--- config.mk ---
export PLATFORM = sky130hd
export DESIGN_NAME = pbmd_div
export DESIGN_NICKNAME = d
export VERILOG_FILES = /design/src/sv/pbmd_pkg.sv /design/src/sv/pbmd_div.sv
export SDC_FILE = /design/constraint.sdc
export NUM_CORES = 2
export LEC_CHECK = 0
export ABC_AREA = 1
export BUFFER_PORTS_ARGS = -buffer_cell sky130_fd_sc_hd__buf_2
export CAP_MARGIN = 20
export CORE_ASPECT_RATIO = 0.8
export CORE_MARGIN = 5
export CORE_UTILIZATION = 30
export CTS_CLUSTER_DIAMETER = 50
export CTS_CLUSTER_SIZE = 40
export DETAILED_ROUTE_END_ITERATION = 8
export REMOVE_ABC_BUFFERS = 1
export SETUP_SLACK_MARGIN = 0.4
export SYNTH_ARGS = -nofsm -noshare
export SYNTH_HDL_FRONTEND = slang
export SYNTH_SLANG_ARGS = --single-unit
--- constraint.sdc ---
create_clock -name clk -period 8.5 [get_ports clk]
set_input_delay 0.425 -clock clk [delete_from_list [all_inputs] [get_ports clk]]
set_output_delay 0.425 -clock clk [all_outputs]
set_load 0.02 [all_outputs]
--- src/sv/pbmd_pkg.sv ---
`timescale 1ns / 1ps

package pbmd_pkg;

    localparam int TILT_W      = 17;
    localparam int ELAPSED_W   = 8;
    localparam int GAIN_W      = 16;
    localparam int SPIN_W      = 9;
    localparam int PERIOD_W    = 8;
    localparam int TIMER_W     = 9;
    localparam int ERR_W       = 18;
    localparam int DIFF_W      = 19;
    localparam int PROD_W      = 34;
    localparam int DPROD_W     = 35;
    localparam int MAG_W       = 32;
    localparam int QI_W        = 26;
    localparam int QD_W        = 30;
    localparam int INC_W       = 27;
    localparam int DTERM_W     = 31;
    localparam int INTEG_W     = 26;
    localparam int INTEG_SUM_W = 28;
    localparam int SUM_W       = 35;
    localparam int PWM_W       = 8;
    localparam int DIR_W       = 2;
    localparam int CV_W        = 16;
    localparam int ADDR_W      = 5;
    localparam int DATA_W      = 32;

    localparam int TIMER_MAX   = 511;
    localparam int RECIP_SHIFT = 32;
    localparam longint RECIP_100 = 42949672;
    localparam longint RECIP_5   = 858993459;
    localparam int INTEG_LIMIT = 255 * 65536;
    localparam int ONE_COUNT_SHIFT = 16;
    localparam int TELE_BIAS   = 254 * 65536;
    localparam int PWM_MAX     = 255;
    localparam int CV_MAX      = 32767;
    localparam int CV_MIN_MAG  = 32768;
    localparam int X_SAT       = 1275;
    localparam int DIV5_RECIP  = 13108;
    localparam int DIV5_SHIFT  = 16;

    localparam int NUM_STAGES = 12;
    localparam int ST_IN    = 0;
    localparam int ST_ERR   = 1;
    localparam int ST_PROD  = 2;
    localparam int ST_ABS   = 3;
    localparam int ST_RECIP = 4;
    localparam int ST_CORR  = 5;
    localparam int ST_SIGN  = 6;
    localparam int ST_INTEG = 7;
    localparam int ST_SUM   = 8;
    localparam int ST_EVAL  = 9;
    localparam int ST_MIX   = 10;
    localparam int ST_OUT   = 11;

    typedef enum logic [2:0] {
        REG_PROP_GAIN    = 3'd0,
        REG_INTEG_GAIN   = 3'd1,
        REG_DERIV_GAIN   = 3'd2,
        REG_TARGET_ANGLE = 3'd3,
        REG_SPIN_OFFSET  = 3'd4,
        REG_DERIV_PERIOD = 3'd5
    } reg_idx_t;

    typedef enum logic [DIR_W-1:0] {
        DIR_STOP = 2'd0,
        DIR_FWD  = 2'd1,
        DIR_BACK = 2'd2
    } dir_t;

    typedef struct packed {
        logic signed [GAIN_W-1:0]   prop_gain;
        logic signed [GAIN_W-1:0]   integ_gain;
        logic signed [GAIN_W-1:0]   deriv_gain;
        logic signed [TILT_W-1:0]   target_angle;
        logic signed [SPIN_W-1:0]   spin_offset;
        logic        [PERIOD_W-1:0] deriv_period_ms;
    } cfg_t;

    typedef struct packed {
        logic signed [TILT_W-1:0]    tilt_angle;
        logic        [ELAPSED_W-1:0] elapsed_ms;
    } sample_t;

    typedef struct packed {
        logic [PWM_W-1:0] motor_a_pwm;
        logic [PWM_W-1:0] motor_b_pwm;
        logic [DIR_W-1:0] drive_direction;
        logic [CV_W-1:0]  control_value;
        logic [PWM_W-1:0] telemetry_byte;
    } drive_t;

    typedef struct packed {
        logic [NUM_STAGES-1:0] en;
        logic [NUM_STAGES-1:0] take;
    } pipe_ctl_t;

    typedef struct packed {
        logic signed [PROD_W-1:0]  p;
        logic signed [PROD_W-1:0]  i;
        logic signed [DPROD_W-1:0] d;
        logic                      fire;
    } prod_t;

    typedef struct packed {
        logic signed [PROD_W-1:0] p;
        logic [QI_W-1:0]          qi;
        logic [QD_W-1:0]          qd;
        logic                     si;
        logic                     sd;
        logic                     fire;
    } quot_t;

endpackage

--- src/sv/pbmd_div.sv ---
`timescale 1ns / 1ps

module pbmd_div (
    input  logic                clk,
    input  pbmd_pkg::pipe_ctl_t ctl,
    input  pbmd_pkg::prod_t     prod,
    output pbmd_pkg::quot_t     quot
);

    localparam int PI_W = pbmd_pkg::MAG_W + pbmd_pkg::QI_W;
    localparam int PD_W = pbmd_pkg::MAG_W + pbmd_pkg::QD_W;
    localparam int RI_W = pbmd_pkg::MAG_W + 2;
    localparam int RD_W = pbmd_pkg::MAG_W + 1;

    logic signed [pbmd_pkg::PROD_W-1:0]  i_abs;
    logic signed [pbmd_pkg::DPROD_W-1:0] d_abs;

    logic [pbmd_pkg::MAG_W-1:0] yi_reg, yd_reg, yi2_reg, yd2_reg;
    logic signed [pbmd_pkg::PROD_W-1:0] p_reg, p2_reg;
    logic si_reg, sd_reg, fire_reg, si2_reg, sd2_reg, fire2_reg;

    logic [PI_W-1:0] prod_i;
    logic [PD_W-1:0] prod_d;
    logic [pbmd_pkg::QI_W-1:0] qi0_reg;
    logic [pbmd_pkg::QD_W-1:0] qd0_reg;

    logic [RI_W-1:0] rem_i;
    logic [RD_W-1:0] rem_d;
    pbmd_pkg::quot_t quot_next, quot_reg;

    always_comb
    begin
        i_abs  = prod.i[pbmd_pkg::PROD_W-1] ? -prod.i : prod.i;
        d_abs  = prod.d[pbmd_pkg::DPROD_W-1] ? -prod.d : prod.d;
        // reciprocal estimate, low by at most one
        prod_i = PI_W'(yi_reg) * PI_W'(pbmd_pkg::RECIP_100);
        prod_d = PD_W'(yd_reg) * PD_W'(pbmd_pkg::RECIP_5);
    end

    always_comb
    begin
        rem_i = RI_W'(yi2_reg) - RI_W'(qi0_reg) * RI_W'(100);
        rem_d = RD_W'(yd2_reg) - RD_W'(qd0_reg) * RD_W'(5);
        quot_next.p    = p2_reg;
        quot_next.qi   = qi0_reg + pbmd_pkg::QI_W'(rem_i >= RI_W'(100));
        quot_next.qd   = qd0_reg + pbmd_pkg::QD_W'(rem_d >= RD_W'(5));
        quot_next.si   = si2_reg;
        quot_next.sd   = sd2_reg;
        quot_next.fire = fire2_reg;
    end

    always_ff @(posedge clk)
    begin
        if (ctl.en[pbmd_pkg::ST_ABS])
        begin
            yi_reg   <= i_abs[pbmd_pkg::MAG_W-1:0];
            // divide by ten as halve then divide by five
            yd_reg   <= d_abs[pbmd_pkg::MAG_W:1];
            si_reg   <= prod.i[pbmd_pkg::PROD_W-1];
            sd_reg   <= prod.d[pbmd_pkg::DPROD_W-1];
            p_reg    <= prod.p;
            fire_reg <= prod.fire;
        end
        if (ctl.en[pbmd_pkg::ST_RECIP])
        begin
            qi0_reg   <= prod_i[PI_W-1:pbmd_pkg::RECIP_SHIFT];
            qd0_reg   <= prod_d[PD_W-1:pbmd_pkg::RECIP_SHIFT];
            yi2_reg   <= yi_reg;
            yd2_reg   <= yd_reg;
            si2_reg   <= si_reg;
            sd2_reg   <= sd_reg;
            p2_reg    <= p_reg;
            fire2_reg <= fire_reg;
        end
        if (ctl.en[pbmd_pkg::ST_CORR])
        begin
            quot_reg <= quot_next;
        end
    end

    assign quot = quot_reg;

endmodule

==> impl_metrics.yaml <==
placement:
  port_buffers: 198
  dpl_worst_slack_ns: 1.02
  dpl.hpwl_um: 127000
  gp_congestion: 0.951
clock_tree:
  clockRootBuffer: "clkbuf_16"
  clock_latency_ns: 0.68
  htree_levels: 2
  cts_buffer_depth: 3
  path_clk_slew_ns: 0.07
  cts_buffers: 51
  cts_tree: "built"
  cts.sinks: 351
die:
  start_util: 0.302
  core-area_um2: 167000
  die_area_um2: 176000
  die_w_um: 468
  die_y_um: 376
  io_pins: 222
  rows: 134
worst_setup_path:
  crit_start: "yd_reg[12]"
  critPathMaxFanout: 5
  path_class: "reg2reg"
  critPathLaunchType: "flop"
  cp.arrival_ns: 7.90
  crit_path_end_kind: "flop"
  rr_startpoint: "yd_reg[12]"
  r2r_slack_ns: 1.0
  required_ns: 8.90
routing:
  drtIter0Drc: 2658
  vias: 36195
  drt-wirelength-per-cell_um: 18.9
  dr.pass1.iters: 6
  drcViolationCount: 0
  viasPerCell: 4.63
  drtAntennaViolNets: 0
  finalWirelength_um: 148000
sta:
  finalClockSkew_ns: 0.0722
  hold_viol: 0
  max_slew_margin: 0.320
  worstMarginPinSlew_ns: 1.02
  slew_violations: 0
  period_share: 0.883
  setup_viol: 0
  fin_ws_ns: 0.999
  fmax_mhz: 133
  min_period_ns: 7.50
  rsz0062_at_grt: "no"
  setup-tns-final_ns: 0
finish:
  nets: 7201
  multiInputGateArea_um2: 34800
  areaGrowthSynthToFinish_pct: 12.5
  fillers: 17078
  final_util: 0.340
  largest_reg_flops: 93
  drive_above_1_share: 0.0642
  seqCellArea_um2: 10500
job:
  cap_violations: 0
status:
  run_status: "completed"
hold_path:
  hold_start: "prod[41]"
  holdCritPathClass: "in2reg"
global_route:
  antenna_found_initial: 9
  grt_use_total: 0.170
  grt_max_degree: 62
  gr-total-overflow: 0
  grt_pass1_vias: 37694
  grt_pass1_wl_um: 228000
synth:
  synth.distinct_cells: 50
  netlist_area_um2: 50300
  ys_seq_area_frac: 0.210
  ys_ff_latch: 351
  postSynth.asyncResetShare: 0
  yosys_warnings: 0
  synth-edff-count: 351
  netlist_instances: 5218
  syn_avg_cell_area_um2: 9.64
  synth_flop_cell: "edfxtp_1"
## critical path, stage by stage (launching register included)
cell and delay (ns):
edfxtp_1 0.64, ha_1 0.68, inv_1 0.21, fa_1 0.47, fa_1 0.59, inv_1 0.07
fa_1 0.50, inv_1 0.05, fa_1 0.48, fa_1 0.50, inv_1 0.05, fa_1 0.57
fa_1 0.49, ha_1 0.36, nand2_1 0.09, nand2_1 0.07, a31oi_1 0.25, o21ai_0 0.12
a21oi_1 0.31, nand3_1 0.23, a21oi_1 0.27, o21ai_1 0.10, xor2_1 0.14
## cell type report
type                            instances  area share
Sequential cell                       351       0.186
Multi-Input combinational cell       3559       0.616
Inverter                             1302      0.0864
Clock inverter                         42      0.0111
Tap cell                             2244      0.0496
Clock buffer                           53      0.0227
Timing Repair Buffer                  266      0.0282
Antenna cell                            2   0.0000884
## layout by cell type (no fill, tap or decap), drive strengths merged, types with 19 or more instances in the layout
cell type and n:
clkbuf 53, o21ai 153, nand3 138, nor2 353
nand2 657, fa 714, nor3 52, o21bai 20
buf 232, a31oi 24, edfxtp 351, a21oi 242
clkinv 19, dlygate4sd3 34, a21o 26, xor2 133
ha 827, xnor2 83, nand4 37, nor4 23
inv 1316
## what timing repair did
item                                    in CTS  in global routing
resized for setup                            0                  1
endpoints found under the setup margin       0                  1
hold endpoints to repair                    34                  0
hold buffers                                34                  0
setup buffers                                0                  0
## Yosys cell counts (3+ instances only)
cell	n	area [um^2]
o21a_1	16	120
a31oi_1	24	150
or2_2	6	37.5
o2111ai_1	4	35.0
inv_2	3	11.3
a21o_1	26	195
inv_1	1299	4880
a21boi_0	6	45.0
xor2_1	133	1160
a211oi_1	4	30.0
edfxtp_1	351	10500
nor3_1	49	245
fa_1	714	14300
o211ai_1	14	105
o21ai_0	143	716
a21oi_1	241	1210
clkbuf_1	6	22.5
nor4_1	20	125
nand3b_1	7	52.6
o21ai_1	10	50.1
o21bai_1	20	150
nand3_1	134	671
nor3_2	3	30.0
ha_1	827	10300
nor2_1	346	1300
nand2_2	3	18.8
nor2_2	5	31.3
a221oi_1	5	43.8
nand4_1	37	231
nand3_2	4	40.0
xnor2_1	83	727
nand2_1	653	2450
## metal layers
layer / share of wire / wire [um] / vias to the layer above / global-route usage
met1: 0.49 / 72300 / 17798 / 0.256
met3: 0.081 / 12000 / 151 / 0.0400
met4: 0.025 / 3690 / 4 / 0.0400
met2: 0.40 / 59800 / 1000 / 0.243
met5: 0.00023 / 34 / - / 0
li1: - / - / 17242 / -
## worst paths after layout
path                                    end  depth (start not counted)
worst max register to register  qd0_reg[19]                         22
worst min register to register     quot[88]                          0
worst min-delay path              yi_reg[5]                          2
worst max-delay path            qd0_reg[19]                         22
## cells by family after synthesis
family          Yosys count  share of synthesized area
simple gates           1281                      0.107
xor+xnor                216                     0.0376
fa+ha+maj              1541                      0.490
compound gates          521                     0.0580
flops                   351                      0.210
buf+inv                1308                     0.0976
## stage by stage
stage	hold slack [ns]	cells	cell area (um^2)
finish	0.0942	7819	56600
global route	0.0249	7818	56600
floorplan	0.400	5212	50300
global placement	0.400	7688	54300
detailed placement	0.405	7688	54300
CTS	0.0218	7817	56600
Power is left out: the tool's default activity adds up to more than one toggle a clock period on the data nets, which glitch-free logic cannot reach.
