<file path="src/sv/pbmd_pkg.sv">
`timescale 1ns / 1ps

package pbmd_pkg;

    localparam int TILT_W      = 17;
    localparam int ELAPSED_W   = 8;
    localparam int GAIN_W      = 16;
    localparam int SPIN_W      = 9;
    localparam int PERIOD_W    = 8;
    localparam int TIMER_W     = 9;
    localparam int ERR_W       = 18;
    localparam int DIFF_W      = 19;
    localparam int PROD_W      = 34;
    localparam int DPROD_W     = 35;
    localparam int MAG_W       = 32;
    localparam int QI_W        = 26;
    localparam int QD_W        = 30;
    localparam int INC_W       = 27;
    localparam int DTERM_W     = 31;
    localparam int INTEG_W     = 26;
    localparam int INTEG_SUM_W = 28;
    localparam int SUM_W       = 35;
    localparam int PWM_W       = 8;
    localparam int DIR_W       = 2;
    localparam int CV_W        = 16;
    localparam int ADDR_W      = 5;
    localparam int DATA_W      = 32;

    localparam int TIMER_MAX   = 511;
    localparam int RECIP_SHIFT = 32;
    localparam longint RECIP_100 = 42949672;
    localparam longint RECIP_5   = 858993459;
    localparam int INTEG_LIMIT = 255 * 65536;
    localparam int ONE_COUNT_SHIFT = 16;
    localparam int TELE_BIAS   = 254 * 65536;
    localparam int PWM_MAX     = 255;
    localparam int CV_MAX      = 32767;
    localparam int CV_MIN_MAG  = 32768;
    localparam int X_SAT       = 1275;
    localparam int DIV5_RECIP  = 13108;
    localparam int DIV5_SHIFT  = 16;

    localparam int NUM_STAGES = 12;
    localparam int ST_IN    = 0;
    localparam int ST_ERR   = 1;
    localparam int ST_PROD  = 2;
    localparam int ST_ABS   = 3;
    localparam int ST_RECIP = 4;
    localparam int ST_CORR  = 5;
    localparam int ST_SIGN  = 6;
    localparam int ST_INTEG = 7;
    localparam int ST_SUM   = 8;
    localparam int ST_EVAL  = 9;
    localparam int ST_MIX   = 10;
    localparam int ST_OUT   = 11;

    typedef enum logic [2:0] {
        REG_PROP_GAIN    = 3'd0,
        REG_INTEG_GAIN   = 3'd1,
        REG_DERIV_GAIN   = 3'd2,
        REG_TARGET_ANGLE = 3'd3,
        REG_SPIN_OFFSET  = 3'd4,
        REG_DERIV_PERIOD = 3'd5
    } reg_idx_t;

    typedef enum logic [DIR_W-1:0] {
        DIR_STOP = 2'd0,
        DIR_FWD  = 2'd1,
        DIR_BACK = 2'd2
    } dir_t;

    typedef struct packed {
        logic signed [GAIN_W-1:0]   prop_gain;
        logic signed [GAIN_W-1:0]   integ_gain;
        logic signed [GAIN_W-1:0]   deriv_gain;
        logic signed [TILT_W-1:0]   target_angle;
        logic signed [SPIN_W-1:0]   spin_offset;
        logic        [PERIOD_W-1:0] deriv_period_ms;
    } cfg_t;

    typedef struct packed {
        logic signed [TILT_W-1:0]    tilt_angle;
        logic        [ELAPSED_W-1:0] elapsed_ms;
    } sample_t;

    typedef struct packed {
        logic [PWM_W-1:0] motor_a_pwm;
        logic [PWM_W-1:0] motor_b_pwm;
        logic [DIR_W-1:0] drive_direction;
        logic [CV_W-1:0]  control_value;
        logic [PWM_W-1:0] telemetry_byte;
    } drive_t;

    typedef struct packed {
        logic [NUM_STAGES-1:0] en;
        logic [NUM_STAGES-1:0] take;
    } pipe_ctl_t;

    typedef struct packed {
        logic signed [PROD_W-1:0]  p;
        logic signed [PROD_W-1:0]  i;
        logic signed [DPROD_W-1:0] d;
        logic                      fire;
    } prod_t;

    typedef struct packed {
        logic signed [PROD_W-1:0] p;
        logic [QI_W-1:0]          qi;
        logic [QD_W-1:0]          qd;
        logic                     si;
        logic                     sd;
        logic                     fire;
    } quot_t;

endpackage

</file>
<file path="src/sv/pbmd_front.sv">
`timescale 1ns / 1ps

module pbmd_front (
    input  logic              clk,
    input  logic              rst_n,
    input  pbmd_pkg::pipe_ctl_t ctl,
    input  pbmd_pkg::cfg_t    cfg,
    input  pbmd_pkg::sample_t sample,
    output pbmd_pkg::prod_t   prod
);

    pbmd_pkg::sample_t sample_reg;

    logic [pbmd_pkg::TIMER_W-1:0] timer_reg, timer_next;
    logic signed [pbmd_pkg::ERR_W-1:0] prev_err_reg, prev_err_next;

    logic signed [pbmd_pkg::ERR_W-1:0]  err_next, err_reg;
    logic signed [pbmd_pkg::DIFF_W-1:0] diff_next, diff_reg;
    logic fire_next, fire_reg;
    logic [pbmd_pkg::TIMER_W:0]   timer_sum;
    logic [pbmd_pkg::TIMER_W-1:0] timer_sat;

    pbmd_pkg::prod_t prod_next, prod_reg;

    always_comb
    begin
        err_next  = pbmd_pkg::ERR_W'(sample_reg.tilt_angle)
                  - pbmd_pkg::ERR_W'(cfg.target_angle);
        diff_next = pbmd_pkg::DIFF_W'(err_next) - pbmd_pkg::DIFF_W'(prev_err_reg);
        timer_sum = {1'b0, timer_reg}
                  + (pbmd_pkg::TIMER_W + 1)'(sample_reg.elapsed_ms);
        if (timer_sum > (pbmd_pkg::TIMER_W + 1)'(pbmd_pkg::TIMER_MAX))
        begin
            timer_sat = pbmd_pkg::TIMER_W'(pbmd_pkg::TIMER_MAX);
        end
        else
        begin
            timer_sat = timer_sum[pbmd_pkg::TIMER_W-1:0];
        end
        fire_next     = timer_sat >= pbmd_pkg::TIMER_W'(cfg.deriv_period_ms);
        timer_next    = fire_next ? '0 : timer_sat;
        prev_err_next = fire_next ? err_next : prev_err_reg;
    end

    always_comb
    begin
        prod_next.p    = pbmd_pkg::PROD_W'($signed(cfg.prop_gain))
                       * pbmd_pkg::PROD_W'(err_reg);
        prod_next.i    = pbmd_pkg::PROD_W'($signed(cfg.integ_gain))
                       * pbmd_pkg::PROD_W'(err_reg);
        prod_next.d    = pbmd_pkg::DPROD_W'($signed(cfg.deriv_gain))
                       * pbmd_pkg::DPROD_W'(diff_reg);
        prod_next.fire = fire_reg;
    end

    // derivative timer and last error advance once per transaction
    always_ff @(posedge clk or negedge rst_n)
    begin
        if (!rst_n)
        begin
            timer_reg    <= '0;
            prev_err_reg <= '0;
        end
        else if (ctl.take[pbmd_pkg::ST_ERR])
        begin
            timer_reg    <= timer_next;
            prev_err_reg <= prev_err_next;
        end
    end

    always_ff @(posedge clk)
    begin
        if (ctl.en[pbmd_pkg::ST_IN])
        begin
            sample_reg <= sample;
        end
        if (ctl.en[pbmd_pkg::ST_ERR])
        begin
            err_reg  <= err_next;
            diff_reg <= diff_next;
            fire_reg <= fire_next;
        end
        if (ctl.en[pbmd_pkg::ST_PROD])
        begin
            prod_reg <= prod_next;
        end
    end

    assign prod = prod_reg;

endmodule

</file>
<file path="config.mk">
export PLATFORM = sky130hd
export DESIGN_NAME = pbmd_front
export DESIGN_NICKNAME = d
export VERILOG_FILES = /design/src/sv/pbmd_pkg.sv /design/src/sv/pbmd_front.sv
export SDC_FILE = /design/constraint.sdc
export NUM_CORES = 2
export LEC_CHECK = 0
export BUFFER_PORTS_ARGS = -buffer_cell sky130_fd_sc_hd__buf_4
export CORE_UTILIZATION = 35
export CTS_CLUSTER_DIAMETER = 40
export DETAILED_ROUTE_END_ITERATION = 7
export REMOVE_ABC_BUFFERS = 1
export SKIP_CTS_REPAIR_TIMING = 1
export SLEW_MARGIN = 10
export SYNTH_ARGS = -nofsm -noshare
export SYNTH_HDL_FRONTEND = slang
export SYNTH_SLANG_ARGS = --single-unit
</file>
<file path="constraint.sdc">
create_clock -name clk -period 7.2 [get_ports clk]
set_input_delay 1.08 -clock clk [delete_from_list [all_inputs] [get_ports clk]]
set_output_delay 1.08 -clock clk [all_outputs]
set_load 0.005 [all_outputs]
</file>
==> impl_metrics.env <==
export IMPL_ant_nets=0
export IMPL_cp_arrival_ns=7.15
export IMPL_fill_cells=11581
export IMPL_gp_congestion=0.869
export IMPL_die_x_um=346
export IMPL_start_util=0.354
export IMPL_post_drt_wl_per_cell_um=16.5
export IMPL_dp_hpwl_mm=82.5
export IMPL_die_y_um=346
export IMPL_worst_pin_slew_ns=0.872
export IMPL_seq_area_um2=5690
export IMPL_netlist_area_um2=41400
export IMPL_synth_area_top_cells="fa_1 (43%), edfxtp_1 (12%), ha_1 (9.4%)"
export IMPL_yosysSeqAreaShare=0.138
export IMPL_dieArea_um2=120000
export IMPL_drcViolationCount=0
export IMPL_path_max_fanout=12
export IMPL_crit_chain="buf_4 > buf_4 > and2_1 > fa_1 > inv_1 > fa_1 > fa_1 > inv_1 > fa_1 > fa_1 > inv_1 > fa_1 > inv_1 > ha_1 > a211oi_1 > o211ai_1 > a32o_1 > a41o_1 > a2111oi_2 > o41ai_1 > buf_4 > a21oi_1 > xnor2_1"
export IMPL_cpMostUsedCell="fa_1"
export IMPL_slew_headroom=0.419
export IMPL_post_route_cells_drive_above_1_share=0.0939
export IMPL_syn_inst=4249
export IMPL_worstSetupEndpointType="flip-flop"
export IMPL_ys_ff_latch=194
export IMPL_finalCritPeriodShare=0.953
export IMPL_setup_slack_ns=0.337
export IMPL_multi_input_area_um2=31300
export IMPL_ys_flop_type="edfxtp_1"
export IMPL_grt_ovfl_total=0
export IMPL_clkTransAtPathRegs_ns=0.10
export IMPL_viasPerCell=4.76
export IMPL_grtUsageTotal=0.175
export IMPL_drv_cap=0
export IMPL_synth_top_area_cell="fa_1"
export IMPL_slew_viol_final=0
export IMPL_layout_nets=5800
export IMPL_largest_reg_flops=104
export IMPL_required_ns=7.49
export IMPL_dr_first_iter_drc_count=1428
export IMPL_first_global_vias=31134
export IMPL_pre_cts_ws_ns=-0.184
export IMPL_cts_root_buf="clkbuf_16"
export IMPL_worst_path_stages=23
export IMPL_portBuffers=207
export IMPL_design_area_um2=46100
export IMPL_routed_wl_mm=99.1
export IMPL_path_buf_inv=7
export IMPL_syn2layout_area_growth_pct=11.6
export IMPL_grt_max_degree=57
export IMPL_ys_warn_count=0
export IMPL_synth_cell_types=75
export IMPL_vias=28608
export IMPL_criticalPathCategory="in2reg"
export IMPL_avgSynthCellArea_um2=9.73
export IMPL_status="completed"
export IMPL_synthArstFlopShare=0.139
export IMPL_finalHoldViolCount=0
export IMPL_antenna_found_initial=3
export IMPL_coreArea_um2=117000
export IMPL_rsz0062_at_grt="false"
export IMPL_clock_fmax_mhz=146
export IMPL_placed_area_um2=45500
export IMPL_reg2reg_depth=21
export IMPL_cts_sinks=194
export IMPL_crit_family="adder cells"
export IMPL_crit_slowest_cell="fa_1"
export IMPL_firstDrtPassIters=5
export IMPL_finClkSkew_ns=0.0297
export IMPL_synth_edf_count=167
export IMPL_cts_buffers=17
export IMPL_cp_start_kind="input port"
export IMPL_yosysMostFrequentCell="inv_1"
export IMPL_synthTopCellsByCount="inv_1 (1,018), fa_1 (887), nand2_1 (480), and2_1 (414), ha_1 (311)"
export IMPL_tritoncts="built"
export IMPL_ctsHtreeMaxLevel=4
export IMPL_setup_tns_ns=0
export IMPL_clk_latency_ns=0.55
export IMPL_period_needed_ns=6.86
export IMPL_finalSetupViolations=0
export IMPL_hp_class="in2async"
export IMPL_clk_path_buf_depth=2
export IMPL_slowest_delay_ns=0.55
export IMPL_grt_pass1_wl_mm=165
export IMPL_io_pins=237
export IMPL_rows=125
export IMPL_netlist_area_leader_share=0.429
## stage by stage
| stage | hold slack [ns] | instances | util |
|---|---|---|---|
| after floorplan | 0.400 | 4095 | - |
| after global placement | 0.407 | 5974 | 0.390 |
| after detailed placement | 0.432 | 5974 | 0.390 |
| after CTS | 0.425 | 6006 | 0.395 |
| after global routing | 0.450 | 6006 | 0.395 |
| final | 0.457 | 6007 | 0.395 |
## placed cells by master (no fill, tap or decap), types with 5 or more instances in the layout
| cell type | n |
|---|---|
| a211oi_1 | 22 |
| a21o_1 | 50 |
| a21oi_1 | 102 |
| a31oi_1 | 10 |
| and2_1 | 414 |
| and3_1 | 11 |
| buf_12 | 11 |
| buf_4 | 343 |
| clkbuf_16 | 18 |
| clkinv_8 | 6 |
| dfrtp_1 | 27 |
| edfxtp_1 | 167 |
| fa_1 | 887 |
| ha_1 | 311 |
| inv_1 | 1018 |
| mux2_2 | 16 |
| nand2_1 | 480 |
| nand2b_1 | 33 |
| nand3_1 | 24 |
| nor2_1 | 121 |
| nor2b_1 | 15 |
| nor3_1 | 28 |
| o211ai_1 | 12 |
| o21a_1 | 25 |
| o21ai_0 | 64 |
| o21bai_1 | 12 |
| o311ai_0 | 5 |
| o31ai_1 | 9 |
| o41ai_1 | 9 |
| or3_1 | 7 |
| xnor2_1 | 102 |
| xor2_1 | 31 |
## cell families after synthesis
logic type,Yosys count,share of synthesized area
compound gates,372,0.0605
xor+xnor,133,0.0282
fa+ha+maj,1198,0.523
buf+inv,1172,0.107
flops,194,0.138
mux,20,0.00532
simple gates,1160,0.138
## path summary, 6_finish.rpt
| check | endpoint | slack [ns] | start |
|---|---|---|---|
| setup reg to reg | prod[35] | 0.37 | diff_reg[10] |
| setup / recovery | prod[35] | 0.34 | cfg[39] |
| max in group asynchronous | prev_err_reg[17] | 6.44 | rst_n |
| min in group clk | prod[0] | 0.46 | fire_reg |
| hold / removal | timer_reg[0] | 0.46 | rst_n |
| hold reg to reg | prod[0] | 0.46 | fire_reg |
## layout make-up
class / instances / area share
diodes: 1 / 0.0000542
repair buffers: 355 / 0.0608
multi-input cells: 2883 / 0.677
clock buffers: 18 / 0.00976
flip-flops and latches: 194 / 0.123
inverters: 1018 / 0.0828
clock inverters: 14 / 0.00453
well taps: 1524 / 0.0413
## routing by layer
layer / global-route usage / wire length, µm
met1: 0.225 / 42500
met2: 0.312 / 50700
met3: 0.0246 / 4140
met4: 0.0374 / 1700
met5: 0 / 0
Power is not shown: default switching activity piles up to over one toggle a cycle in this logic, so the estimate is an artifact.
