===== config.mk =====
export PLATFORM = sky130hd
export DESIGN_NAME = pbmd_motor
export DESIGN_NICKNAME = d
export VERILOG_FILES = /design/src/sv/pbmd_pkg.sv /design/src/sv/pbmd_motor.sv
export SDC_FILE = /design/constraint.sdc
export NUM_CORES = 1
export LEC_CHECK = 0
export ABC_AREA = 1
export BUFFER_PORTS_ARGS = -buffer_cell sky130_fd_sc_hd__buf_2
export CAP_MARGIN = 20
export CELL_PAD_IN_SITES_DETAIL_PLACEMENT = 2
export CELL_PAD_IN_SITES_GLOBAL_PLACEMENT = 2
export CORE_MARGIN = 5
export CORE_UTILIZATION = 31
export CTS_CLUSTER_SIZE = 28
export DETAILED_ROUTE_END_ITERATION = 16
export PLACE_DENSITY_LB_ADDON = 0.1
export SLEW_MARGIN = 15
export SYNTH_ARGS = -nofsm -noshare
export SYNTH_HDL_FRONTEND = slang
export SYNTH_SLANG_ARGS = --single-unit

===== constraint.sdc =====
create_clock -name clk -period 5.1 [get_ports clk]
set_clock_uncertainty 0.1 [all_clocks]
set_input_delay 1.02 -clock clk [delete_from_list [all_inputs] [get_ports clk]]
set_output_delay 1.02 -clock clk [all_outputs]
set_load 0.05 [all_outputs]

===== src/sv/pbmd_pkg.sv =====
`timescale 1ns / 1ps

package pbmd_pkg;

    localparam int TILT_W      = 17;
    localparam int ELAPSED_W   = 8;
    localparam int GAIN_W      = 16;
    localparam int SPIN_W      = 9;
    localparam int PERIOD_W    = 8;
    localparam int TIMER_W     = 9;
    localparam int ERR_W       = 18;
    localparam int DIFF_W      = 19;
    localparam int PROD_W      = 34;
    localparam int DPROD_W     = 35;
    localparam int MAG_W       = 32;
    localparam int QI_W        = 26;
    localparam int QD_W        = 30;
    localparam int INC_W       = 27;
    localparam int DTERM_W     = 31;
    localparam int INTEG_W     = 26;
    localparam int INTEG_SUM_W = 28;
    localparam int SUM_W       = 35;
    localparam int PWM_W       = 8;
    localparam int DIR_W       = 2;
    localparam int CV_W        = 16;
    localparam int ADDR_W      = 5;
    localparam int DATA_W      = 32;

    localparam int TIMER_MAX   = 511;
    localparam int RECIP_SHIFT = 32;
    localparam longint RECIP_100 = 42949672;
    localparam longint RECIP_5   = 858993459;
    localparam int INTEG_LIMIT = 255 * 65536;
    localparam int ONE_COUNT_SHIFT = 16;
    localparam int TELE_BIAS   = 254 * 65536;
    localparam int PWM_MAX     = 255;
    localparam int CV_MAX      = 32767;
    localparam int CV_MIN_MAG  = 32768;
    localparam int X_SAT       = 1275;
    localparam int DIV5_RECIP  = 13108;
    localparam int DIV5_SHIFT  = 16;

    localparam int NUM_STAGES = 12;
    localparam int ST_IN    = 0;
    localparam int ST_ERR   = 1;
    localparam int ST_PROD  = 2;
    localparam int ST_ABS   = 3;
    localparam int ST_RECIP = 4;
    localparam int ST_CORR  = 5;
    localparam int ST_SIGN  = 6;
    localparam int ST_INTEG = 7;
    localparam int ST_SUM   = 8;
    localparam int ST_EVAL  = 9;
    localparam int ST_MIX   = 10;
    localparam int ST_OUT   = 11;

    typedef enum logic [2:0] {
        REG_PROP_GAIN    = 3'd0,
        REG_INTEG_GAIN   = 3'd1,
        REG_DERIV_GAIN   = 3'd2,
        REG_TARGET_ANGLE = 3'd3,
        REG_SPIN_OFFSET  = 3'd4,
        REG_DERIV_PERIOD = 3'd5
    } reg_idx_t;

    typedef enum logic [DIR_W-1:0] {
        DIR_STOP = 2'd0,
        DIR_FWD  = 2'd1,
        DIR_BACK = 2'd2
    } dir_t;

    typedef struct packed {
        logic signed [GAIN_W-1:0]   prop_gain;
        logic signed [GAIN_W-1:0]   integ_gain;
        logic signed [GAIN_W-1:0]   deriv_gain;
        logic signed [TILT_W-1:0]   target_angle;
        logic signed [SPIN_W-1:0]   spin_offset;
        logic        [PERIOD_W-1:0] deriv_period_ms;
    } cfg_t;

    typedef struct packed {
        logic signed [TILT_W-1:0]    tilt_angle;
        logic        [ELAPSED_W-1:0] elapsed_ms;
    } sample_t;

    typedef struct packed {
        logic [PWM_W-1:0] motor_a_pwm;
        logic [PWM_W-1:0] motor_b_pwm;
        logic [DIR_W-1:0] drive_direction;
        logic [CV_W-1:0]  control_value;
        logic [PWM_W-1:0] telemetry_byte;
    } drive_t;

    typedef struct packed {
        logic [NUM_STAGES-1:0] en;
        logic [NUM_STAGES-1:0] take;
    } pipe_ctl_t;

    typedef struct packed {
        logic signed [PROD_W-1:0]  p;
        logic signed [PROD_W-1:0]  i;
        logic signed [DPROD_W-1:0] d;
        logic                      fire;
    } prod_t;

    typedef struct packed {
        logic signed [PROD_W-1:0] p;
        logic [QI_W-1:0]          qi;
        logic [QD_W-1:0]          qd;
        logic                     si;
        logic                     sd;
        logic                     fire;
    } quot_t;

endpackage


===== src/sv/pbmd_motor.sv =====
`timescale 1ns / 1ps

module pbmd_motor (
    input  logic                clk,
    input  logic                rst_n,
    input  pbmd_pkg::pipe_ctl_t ctl,
    input  pbmd_pkg::cfg_t      cfg,
    input  logic signed [pbmd_pkg::SUM_W-1:0] sum,
    output pbmd_pkg::drive_t    drive
);

    localparam int HI_W = pbmd_pkg::SUM_W - pbmd_pkg::ONE_COUNT_SHIFT;
    localparam int BS_W = pbmd_pkg::PWM_W + 3;
    localparam int X_W  = 13;
    localparam int XQ_W = 11;
    localparam int XP_W = XQ_W + 14;

    logic signed [pbmd_pkg::SUM_W-1:0] sum_abs, tele_sum;
    logic [HI_W-1:0] hi;
    logic [pbmd_pkg::PWM_W-1:0] mag_next, mag_reg, tele_next, tele_reg, tele2_reg;
    logic [pbmd_pkg::CV_W-1:0]  cv_next, cv_reg, cv2_reg;
    logic zero_reg, neg_reg, zero2_reg, neg2_reg;

    logic signed [BS_W-1:0] b_sum;
    logic [pbmd_pkg::PWM_W-1:0] b_next, b_reg;
    logic signed [X_W-1:0] x_next, x_reg;

    logic [XP_W-1:0] x_prod;
    logic [pbmd_pkg::PWM_W-1:0] a_val;
    logic [pbmd_pkg::PWM_W-1:0] held_a_reg, held_b_reg;
    pbmd_pkg::dir_t held_dir_reg;
    logic [pbmd_pkg::CV_W-1:0]  cv_out_reg;
    logic [pbmd_pkg::PWM_W-1:0] tele_out_reg;

    always_comb
    begin
        sum_abs  = sum[pbmd_pkg::SUM_W-1] ? -sum : sum;
        hi       = sum_abs[pbmd_pkg::SUM_W-1:pbmd_pkg::ONE_COUNT_SHIFT];
        mag_next = (hi > HI_W'(pbmd_pkg::PWM_MAX)) ? pbmd_pkg::PWM_W'(pbmd_pkg::PWM_MAX)
                                                    : hi[pbmd_pkg::PWM_W-1:0];
        if (!sum[pbmd_pkg::SUM_W-1])
        begin
            cv_next = (hi > HI_W'(pbmd_pkg::CV_MAX)) ? pbmd_pkg::CV_W'(pbmd_pkg::CV_MAX)
                                                      : hi[pbmd_pkg::CV_W-1:0];
        end
        else
        begin
            cv_next = (hi > HI_W'(pbmd_pkg::CV_MIN_MAG))
                    ? pbmd_pkg::CV_W'(pbmd_pkg::CV_MIN_MAG)
                    : -hi[pbmd_pkg::CV_W-1:0];
        end
        tele_sum = sum + pbmd_pkg::SUM_W'(pbmd_pkg::TELE_BIAS);
        priority if (tele_sum[pbmd_pkg::SUM_W-1])
        begin
            tele_next = '0;
        end
        else if (tele_sum[pbmd_pkg::SUM_W-1:pbmd_pkg::ONE_COUNT_SHIFT+1]
                 > (HI_W - 1)'(pbmd_pkg::PWM_MAX))
        begin
            tele_next = pbmd_pkg::PWM_W'(pbmd_pkg::PWM_MAX);
        end
        else
        begin
            tele_next = tele_sum[pbmd_pkg::ONE_COUNT_SHIFT+pbmd_pkg::PWM_W:
                                 pbmd_pkg::ONE_COUNT_SHIFT+1];
        end
    end

    // motor b gets the offset, motor a 0.8 of b less the offset, both clamped
    always_comb
    begin
        b_sum = $signed({3'b000, mag_reg}) + BS_W'(cfg.spin_offset);
        priority if (b_sum < 0)
        begin
            b_next = '0;
        end
        else if (b_sum > BS_W'(pbmd_pkg::PWM_MAX))
        begin
            b_next = pbmd_pkg::PWM_W'(pbmd_pkg::PWM_MAX);
        end
        else
        begin
            b_next = b_sum[pbmd_pkg::PWM_W-1:0];
        end
        x_next = $signed({3'b000, b_next, 2'b00})
               - $signed(X_W'(cfg.spin_offset)) * $signed(X_W'(5));
    end

    always_comb
    begin
        x_prod = XP_W'(x_reg[XQ_W-1:0]) * XP_W'(pbmd_pkg::DIV5_RECIP);
        priority if (x_reg >= X_W'(pbmd_pkg::X_SAT))
        begin
            a_val = pbmd_pkg::PWM_W'(pbmd_pkg::PWM_MAX);
        end
        else if (x_reg <= 0)
        begin
            a_val = '0;
        end
        else
        begin
            a_val = x_prod[pbmd_pkg::DIV5_SHIFT+pbmd_pkg::PWM_W-1:pbmd_pkg::DIV5_SHIFT];
        end
    end

    // a zero sum keeps the previous drive
    always_ff @(posedge clk or negedge rst_n)
    begin
        if (!rst_n)
        begin
            held_a_reg   <= pbmd_pkg::PWM_W'(pbmd_pkg::PWM_MAX);
            held_b_reg   <= pbmd_pkg::PWM_W'(pbmd_pkg::PWM_MAX);
            held_dir_reg <= pbmd_pkg::DIR_STOP;
        end
        else if (ctl.take[pbmd_pkg::ST_OUT] && !zero2_reg)
        begin
            held_a_reg   <= a_val;
            held_b_reg   <= b_reg;
            held_dir_reg <= neg2_reg ? pbmd_pkg::DIR_BACK : pbmd_pkg::DIR_FWD;
        end
    end

    always_ff @(posedge clk)
    begin
        if (ctl.en[pbmd_pkg::ST_EVAL])
        begin
            mag_reg  <= mag_next;
            cv_reg   <= cv_next;
            tele_reg <= tele_next;
            zero_reg <= (sum == '0);
            neg_reg  <= sum[pbmd_pkg::SUM_W-1];
        end
        if (ctl.en[pbmd_pkg::ST_MIX])
        begin
            b_reg     <= b_next;
            x_reg     <= x_next;
            cv2_reg   <= cv_reg;
            tele2_reg <= tele_reg;
            zero2_reg <= zero_reg;
            neg2_reg  <= neg_reg;
        end
        if (ctl.en[pbmd_pkg::ST_OUT])
        begin
            cv_out_reg   <= cv2_reg;
            tele_out_reg <= tele2_reg;
        end
    end

    assign drive.motor_a_pwm     = held_a_reg;
    assign drive.motor_b_pwm     = held_b_reg;
    assign drive.drive_direction = held_dir_reg;
    assign drive.control_value   = cv_out_reg;
    assign drive.telemetry_byte  = tele_out_reg;

endmodule


==> results_tabular.tex, run 1 <==
\begin{tabular}{lr}
\hline
Metric & Value \\
\hline
\multicolumn{2}{l}{\textbf{Timing}} \\
Tmin final & 5.08 ns \\
RSZ-0062 raised after global routing & yes \\
Normalized max-slew margin & 45.6\% \\
Actual slew at the worst max-slew pin & 0.816 ns \\
Final setup viols & 0 \\
Final count of pins violating max slew & 0 \\
Final worst path period share & 99.7\% \\
Final Hold Fails & 0 \\
Upper clock frequency limit & 197 MHz \\
Worst-case hold slack & 0.320 ns \\
\multicolumn{2}{l}{\textbf{Worst setup path}} \\
Startpoint of the most critical setup path & cfg[11] \\
Kind of capture point of the worst setup path & flip-flop \\
Setup Crit Path Kind & input pin to flip-flop \\
Critical R2R Capture & x\_reg[11]\$\_DFFE\_PP\_ \\
Cell count of the worst reg-to-reg path & 25 \\
Worst R2R Start & mag\_reg[0]\$\_SDFFCE\_PN1P\_ \\
Worst EP required & 5.17 ns \\
Startpoint Class & input pin \\
Crit path DAT & 5.15 ns \\
Worst reg-to-reg setup slack & 0.24 ns \\
Maximum fanout encountered on the critical timing path & 3 \\
\multicolumn{2}{l}{\textbf{Clock tree}} \\
Number of buffers inserted during clock tree synthesis & 17 \\
H-tree levels & 4 \\
Buffer levels on the longest clock path & 2 \\
Later-pin clock latency in the skew report & 0.42 ns \\
Clock transition at the registers of the reported paths & 0.06 ns \\
Clock tree from TritonCTS & yes \\
Num Clock Sinks & 123 \\
CTS Hold Bufs & 0 \\
Clock Root Buffer & clkbuf\_16 \\
\multicolumn{2}{l}{\textbf{Run}} \\
Max capacitance violation total & 0 \\
\multicolumn{2}{l}{\textbf{Floorplanning}} \\
Area of the core & 0.0314 mm2 \\
Die span in x & 188 um \\
\# rows & 65 \\
Die Footprint & 0.0352 mm2 \\
Initial Utilization & 31.2\% \\
Ports & 185 \\
Vertical die dimension & 188 um \\
\multicolumn{2}{l}{\textbf{Placement}} \\
Post-detailed-placement cell area & 0.0111 mm2 \\
Placer's final routability congestion estimate & 0.820 \\
Final HPWL from detailed placement & 25800 um \\
Input/output buffers & 91 \\
Dpl cells & 1662 \\
\multicolumn{2}{l}{\textbf{Layout}} \\
Post-layout instance area & 0.0122 mm2 \\
Synth-to-layout area growth & 24.2\% \\
Final Instance Count excl. Fillers & 1713 \\
Diode insertion count for antenna repair & 0 \\
Fraction of layout instances using a drive strength above 1 & 24.1\% \\
Fillers & 3548 \\
Post-layout nets & 1593 \\
\multicolumn{2}{l}{\textbf{Yosys}} \\
Number of enable flip-flop cells after synthesis & 105 \\
Per-instance average area after synthesis & 8.62 um2 \\
Biggest area contributors in the synthesized netlist & edfxtp\_1 32\%, ha\_1 14\%, nand2\_1 11\% \\
Sequential share of the synthesized area & 37.0\% \\
Count of different cell masters after synthesis & 40 \\
Ranking of synthesized cells by instance count & 278 x nand2\_1, 166 x inv\_1, 113 x ha\_1 \\
Biggest area consumer among synthesized cells & edfxtp\_1 \\
Synthesized net count & 1431 \\
Synth warnings & 0 \\
Flip-flop cell with the highest count after synthesis & edfxtp\_1 \\
Most instantiated library cell after synthesis & nand2\_1 \\
Synth Cell Area & 0.00979 mm2 \\
Fraction of registers with async set/reset & 14.6\% \\
Number of instances in the synthesized netlist & 1136 \\
Post-synthesis sequential element count & 123 \\
Share of the synthesized area in the top cell type & 32.2\% \\
\multicolumn{2}{l}{\textbf{Route}} \\
Vias & 8191 \\
Wirelength, routed & 31900 um \\
Final antenna-violating net count & 0 \\
Via density & 4.78 \\
Number of DRC markers after the initial detailed-route iteration & 256 \\
DRC violations left & 0 \\
Drt wl/cell & 18.6 um \\
Iteration count of the initial detailed-routing pass & 4 \\
\multicolumn{2}{l}{\textbf{Global route}} \\
Number of antenna violations at the first check in global routing & 0 \\
Wire length of the first global-routing pass & 51300 um \\
Aggregate global routing overflow & 0 \\
Number of global-route vias before repair & 9200 \\
Largest net degree at the start of global routing & 48 \\
Overall routing resource usage & 18.3\% \\
\multicolumn{2}{l}{\textbf{Hold path}} \\
Origin of the worst min-delay path & tele2\_reg[5]\$\_DFFE\_PP\_ \\
Hold Path Class & flip-flop to flip-flop \\
Number of cells traversed by the worst hold path & 0 \\
Worst Hold End & tele\_out\_reg[5]\$\_DFFE\_PP\_ \\
\multicolumn{2}{l}{\textbf{Run status}} \\
Result of the run & finished, final reports clean \\
\hline
\end{tabular}
==> kinds of logic (layout without fill, tap and decap cells) <==
family,after synthesis,after routing,share of synthesized area (%)
AND/OR/NAND/NOR,536,536,24.3
buffers and inverters,188,363,7.49
adder cells (fa/ha/maj),152,152,22.4
flip-flops,123,123,37.0
AO/OA/AOI/OAI,105,105,5.94
XOR/XNOR,32,32,2.86
==> per-stage QoR <==
stage / util [%] / setup TNS, ns / worst slack (ns)
after CTS: 37.8 / 0 / 0.0162
after floorplan: - / -0.0170 / -0.0170
after global routing: 38.7 / -0.511 / -0.178
after global placement: 35.5 / -2.07 / -0.378
final: 38.7 / 0 / 0.0151
after detailed placement: 35.5 / -3.45 / -0.526
==> cell type report <==
type | count | area (um2) | area share, %
repair buffers | 157 | 971 | 7.98
clock buffers | 17 | 425 | 3.50
flip-flops and latches | 123 | 3620 | 29.8
inverters | 174 | 653 | 5.37
clock inverters | 15 | 150 | 1.23
multi-input cells | 825 | 5840 | 48.0
well taps | 402 | 503 | 4.13
==> layout by cell type (no fill, tap or decap), types with 14 or more instances in the layout <==
cell,n
ha_1,90
inv_2,15
buf_4,65
ha_4,22
nand4_1,14
o21ai_0,31
fa_1,38
inv_1,158
edfxtp_1,105
dfstp_2,16
nor2_1,87
buf_2,89
nand2_1,267
nand3_1,93
nor2_2,21
xor2_1,25
nand2_2,19
clkbuf_16,17
a21oi_1,38
==> timing repair <==
action / in CTS / in global routing
endpoints found under the setup margin: 6 / 12
gates resized for setup: 12 / 45
buffers inserted: 9 / 11
hold endpoints to repair: 0 / 0
pin swaps: 10 / 43
==> worst max path at each step <==
stage / slack [ns] / to
after floorplan: -0.02 / x_reg[11]$_DFFE_PP_
after global placement: -0.38 / x_reg[11]$_DFFE_PP_
after detailed placement: -0.53 / x_reg[11]$_DFFE_PP_
after CTS: 0.02 / x_reg[11]$_DFFE_PP_
after global routing: -0.18 / x_reg[11]$_DFFE_PP_
final: 0.02 / x_reg[11]$_DFFE_PP_
==> critical path: stages <==
cell and delay, ns:
buf_2 0.13, ha_4 0.25, a21oi_2 0.15, o21ai_2 0.07, buf_4 0.13, buf_4 0.12, buf_4 0.12, buf_4 0.12
buf_4 0.12, buf_4 0.12, buf_4 0.12, buf_4 0.14, xor2_4 0.16, nand2_4 0.08, nand2_4 0.05, ha_4 0.24
ha_4 0.15, fa_1 0.55, inv_2 0.05, ha_4 0.21, a21o_1 0.20, a221oi_2 0.25, o211ai_1 0.17, a21o_1 0.25
xor2_1 0.16
==> routing by layer <==
layer | vias to the layer above | wire (um) | global-route usage [%]
met5 | - | 0 | 0
met4 | 0 | 287 | 3.53
met3 | 16 | 762 | 2.36
met2 | 103 | 15400 | 30.4
met1 | 4020 | 15500 | 25.7
li1 | 4052 | - | -
Power of run 1 is not shown: default switching activity piles up to over one toggle a cycle in this logic, so the estimate is an artifact.
==> run 2, diff against run 1 <==
Settings changed: BUFFER_PORTS_ARGS -buffer_cell sky130_fd_sc_hd__buf_2 to default, CORE_UTILIZATION 31 to 42, DONT_BUFFER_PORTS from default to 1.
Clock period 5.1 ns to 6.15 ns, I/O delays scaled along.
==> results_tabular.tex, run 2 (same netlist as run 1, synthesis figures left out) <==
\begin{tabular}{lr}
\hline
Metric & Value \\
\hline
\multicolumn{2}{l}{\textbf{Layout}} \\
Fraction of layout instances using a drive strength above 1 & 9.24\% \\
Most common cell after layout, fill and taps aside & nand2\_1 \\
Final Instance Count excl. Fillers & 1472 \\
Top library cells by usage in the layout, fill and taps aside & 278 x nand2\_1, 166 x inv\_1, 113 x ha\_1 \\
Synth-to-layout area growth & 9.60\% \\
Post-layout nets & 1440 \\
Post-layout instance area & 0.0107 mm2 \\
\multicolumn{2}{l}{\textbf{Hold path}} \\
Number of cells traversed by the worst hold path & 0 \\
Hold Path Class & flip-flop to flip-flop \\
\multicolumn{2}{l}{\textbf{Worst setup path}} \\
Worst EP required & 6.23 ns \\
Stage delay of the slowest cell on the critical path & 0.54 ns \\
Crit path DAT & 5.84 ns \\
Setup Crit Path Kind & input pin to flip-flop \\
Startpoint Class & input pin \\
Most frequent cell on the critical path & nand2\_1 \\
Kind of capture point of the worst setup path & flip-flop \\
Cell count of the worst reg-to-reg path & 26 \\
Crit path max-delay cell type & fa\_1 \\
Maximum fanout encountered on the critical timing path & 10 \\
\multicolumn{2}{l}{\textbf{Floorplanning}} \\
Die Footprint & 0.0265 mm2 \\
Area of the core & 0.0228 mm2 \\
Initial Utilization & 43.0\% \\
\# rows & 55 \\
Die span in x & 163 um \\
Ports & 185 \\
Vertical die dimension & 163 um \\
\multicolumn{2}{l}{\textbf{Route}} \\
Wirelength, routed & 33900 um \\
Final antenna-violating net count & 0 \\
Vias & 7984 \\
Iteration count of the initial detailed-routing pass & 5 \\
Number of DRC markers after the initial detailed-route iteration & 495 \\
Via density & 5.42 \\
DRC violations left & 0 \\
Drt wl/cell & 23.0 um \\
\multicolumn{2}{l}{\textbf{Run}} \\
Max capacitance violation total & 0 \\
\multicolumn{2}{l}{\textbf{Global route}} \\
Largest net degree at the start of global routing & 53 \\
Number of global-route vias before repair & 8992 \\
Overall routing resource usage & 26.1\% \\
Aggregate global routing overflow & 0 \\
Number of antenna violations at the first check in global routing & 2 \\
Wire length of the first global-routing pass & 52500 um \\
\multicolumn{2}{l}{\textbf{Timing}} \\
Final setup viols & 0 \\
Final Hold Fails & 0 \\
Upper clock frequency limit & 173 MHz \\
Normalized max-slew margin & 45.7\% \\
RSZ-0062 raised after global routing & no \\
Tmin final & 5.77 ns \\
Actual slew at the worst max-slew pin & 0.816 ns \\
Final worst path period share & 93.8\% \\
Final count of pins violating max slew & 0 \\
\multicolumn{2}{l}{\textbf{Placement}} \\
Final HPWL from detailed placement & 26500 um \\
Placer's final routability congestion estimate & 0.838 \\
Post-detailed-placement cell area & 0.0101 mm2 \\
Dpl cells & 1439 \\
Input/output buffers & 0 \\
\multicolumn{2}{l}{\textbf{Clock tree}} \\
Clock tree from TritonCTS & yes \\
H-tree levels & 4 \\
Number of buffers inserted during clock tree synthesis & 17 \\
Clock Root Buffer & clkbuf\_16 \\
Later-pin clock latency in the skew report & 0.44 ns \\
Postcts setup bufs & 0 \\
Num Clock Sinks & 123 \\
Buffer levels on the longest clock path & 2 \\
Clock transition at the registers of the reported paths & 0.07 ns \\
\multicolumn{2}{l}{\textbf{Run status}} \\
Result of the run & finished, final reports clean \\
\hline
\end{tabular}
## run 2: cell count changes in the layout (fill, tap and decap cells not counted), moves of 6 or more
cell / before / now
ha_4: 22 / 0
a21oi_1: 38 / 44
inv_1: 158 / 166
a21oi_2: 6 / 0
inv_2: 15 / 7
nand2_1: 267 / 278
ha_1: 90 / 113
buf_4: 65 / 4
buf_2: 89 / 0
nand2_4: 7 / 1
## run 2: path summary, 6_finish.rpt
| kind | from | to | slack, ns |
|---|---|---|---|
| setup / recovery | cfg[8] | x_reg[11]$_DFFE_PP_ | 0.38 |
| hold / removal | cv_reg[3]$_DFFE_PP_ | cv2_reg[3]$_DFFE_PP_ | 0.32 |
| setup reg to reg | mag_reg[0]$_SDFFCE_PN1P_ | x_reg[11]$_DFFE_PP_ | 0.78 |
| hold reg to reg | cv_reg[3]$_DFFE_PP_ | cv2_reg[3]$_DFFE_PP_ | 0.32 |
| max in group asynchronous | rst_n | held_b_reg[7]$_DFFE_PN1P_ | 5.38 |
| min in group asynchronous | rst_n | held_dir_reg[1]$_DFFE_PN0P_ | 0.40 |
## run 2: metrics by stage
step | hold slack, ns | setup WS (ns) | util (%) | setup TNS (ns)
floorplan | 0.300 | 0.420 | - | 0
global placement | 0.304 | 0.207 | 44.5 | 0
detailed placement | 0.311 | -0.00751 | 44.5 | -0.00751
CTS | 0.324 | 0.262 | 47.1 | 0
global route | 0.325 | 0.0920 | 47.1 | 0
finish | 0.321 | 0.383 | 47.1 | 0
## run 2: area by class of cell
class	count	area (um2)
fillers	2523	12000
well taps	313	392
repair buffers	4	30.0
clock inverters	15	170
clock buffers	17	425
flip-flops and latches	123	3620
inverters	174	653
multi-input cells	825	5440
diodes	1	2.50
## run 2: routing by layer
metal,up-vias,wire (um),track usage (%)
met5,-,0,0
met4,0,740,7.24
met3,51,1630,4.53
met2,211,16900,45.7
met1,3978,14600,33.1
li1,3744,-,-
## run 2: critical path: cells and delay by family
kind                       cells  cell delay [ns]
adders and majority gates      6             2.08
and+or+nand+nor                8             0.64
xor gates and xnor gates       2             0.30
buffers and inverters          3             0.33
AOI/OAI and AO/OA              7             1.27
## run 2: what timing repair did
item,in CTS,in global routing
hold buffers,0,0
endpoints found under the setup margin,0,2
resized for setup,0,1
Power of run 2 is left out for the same reason.
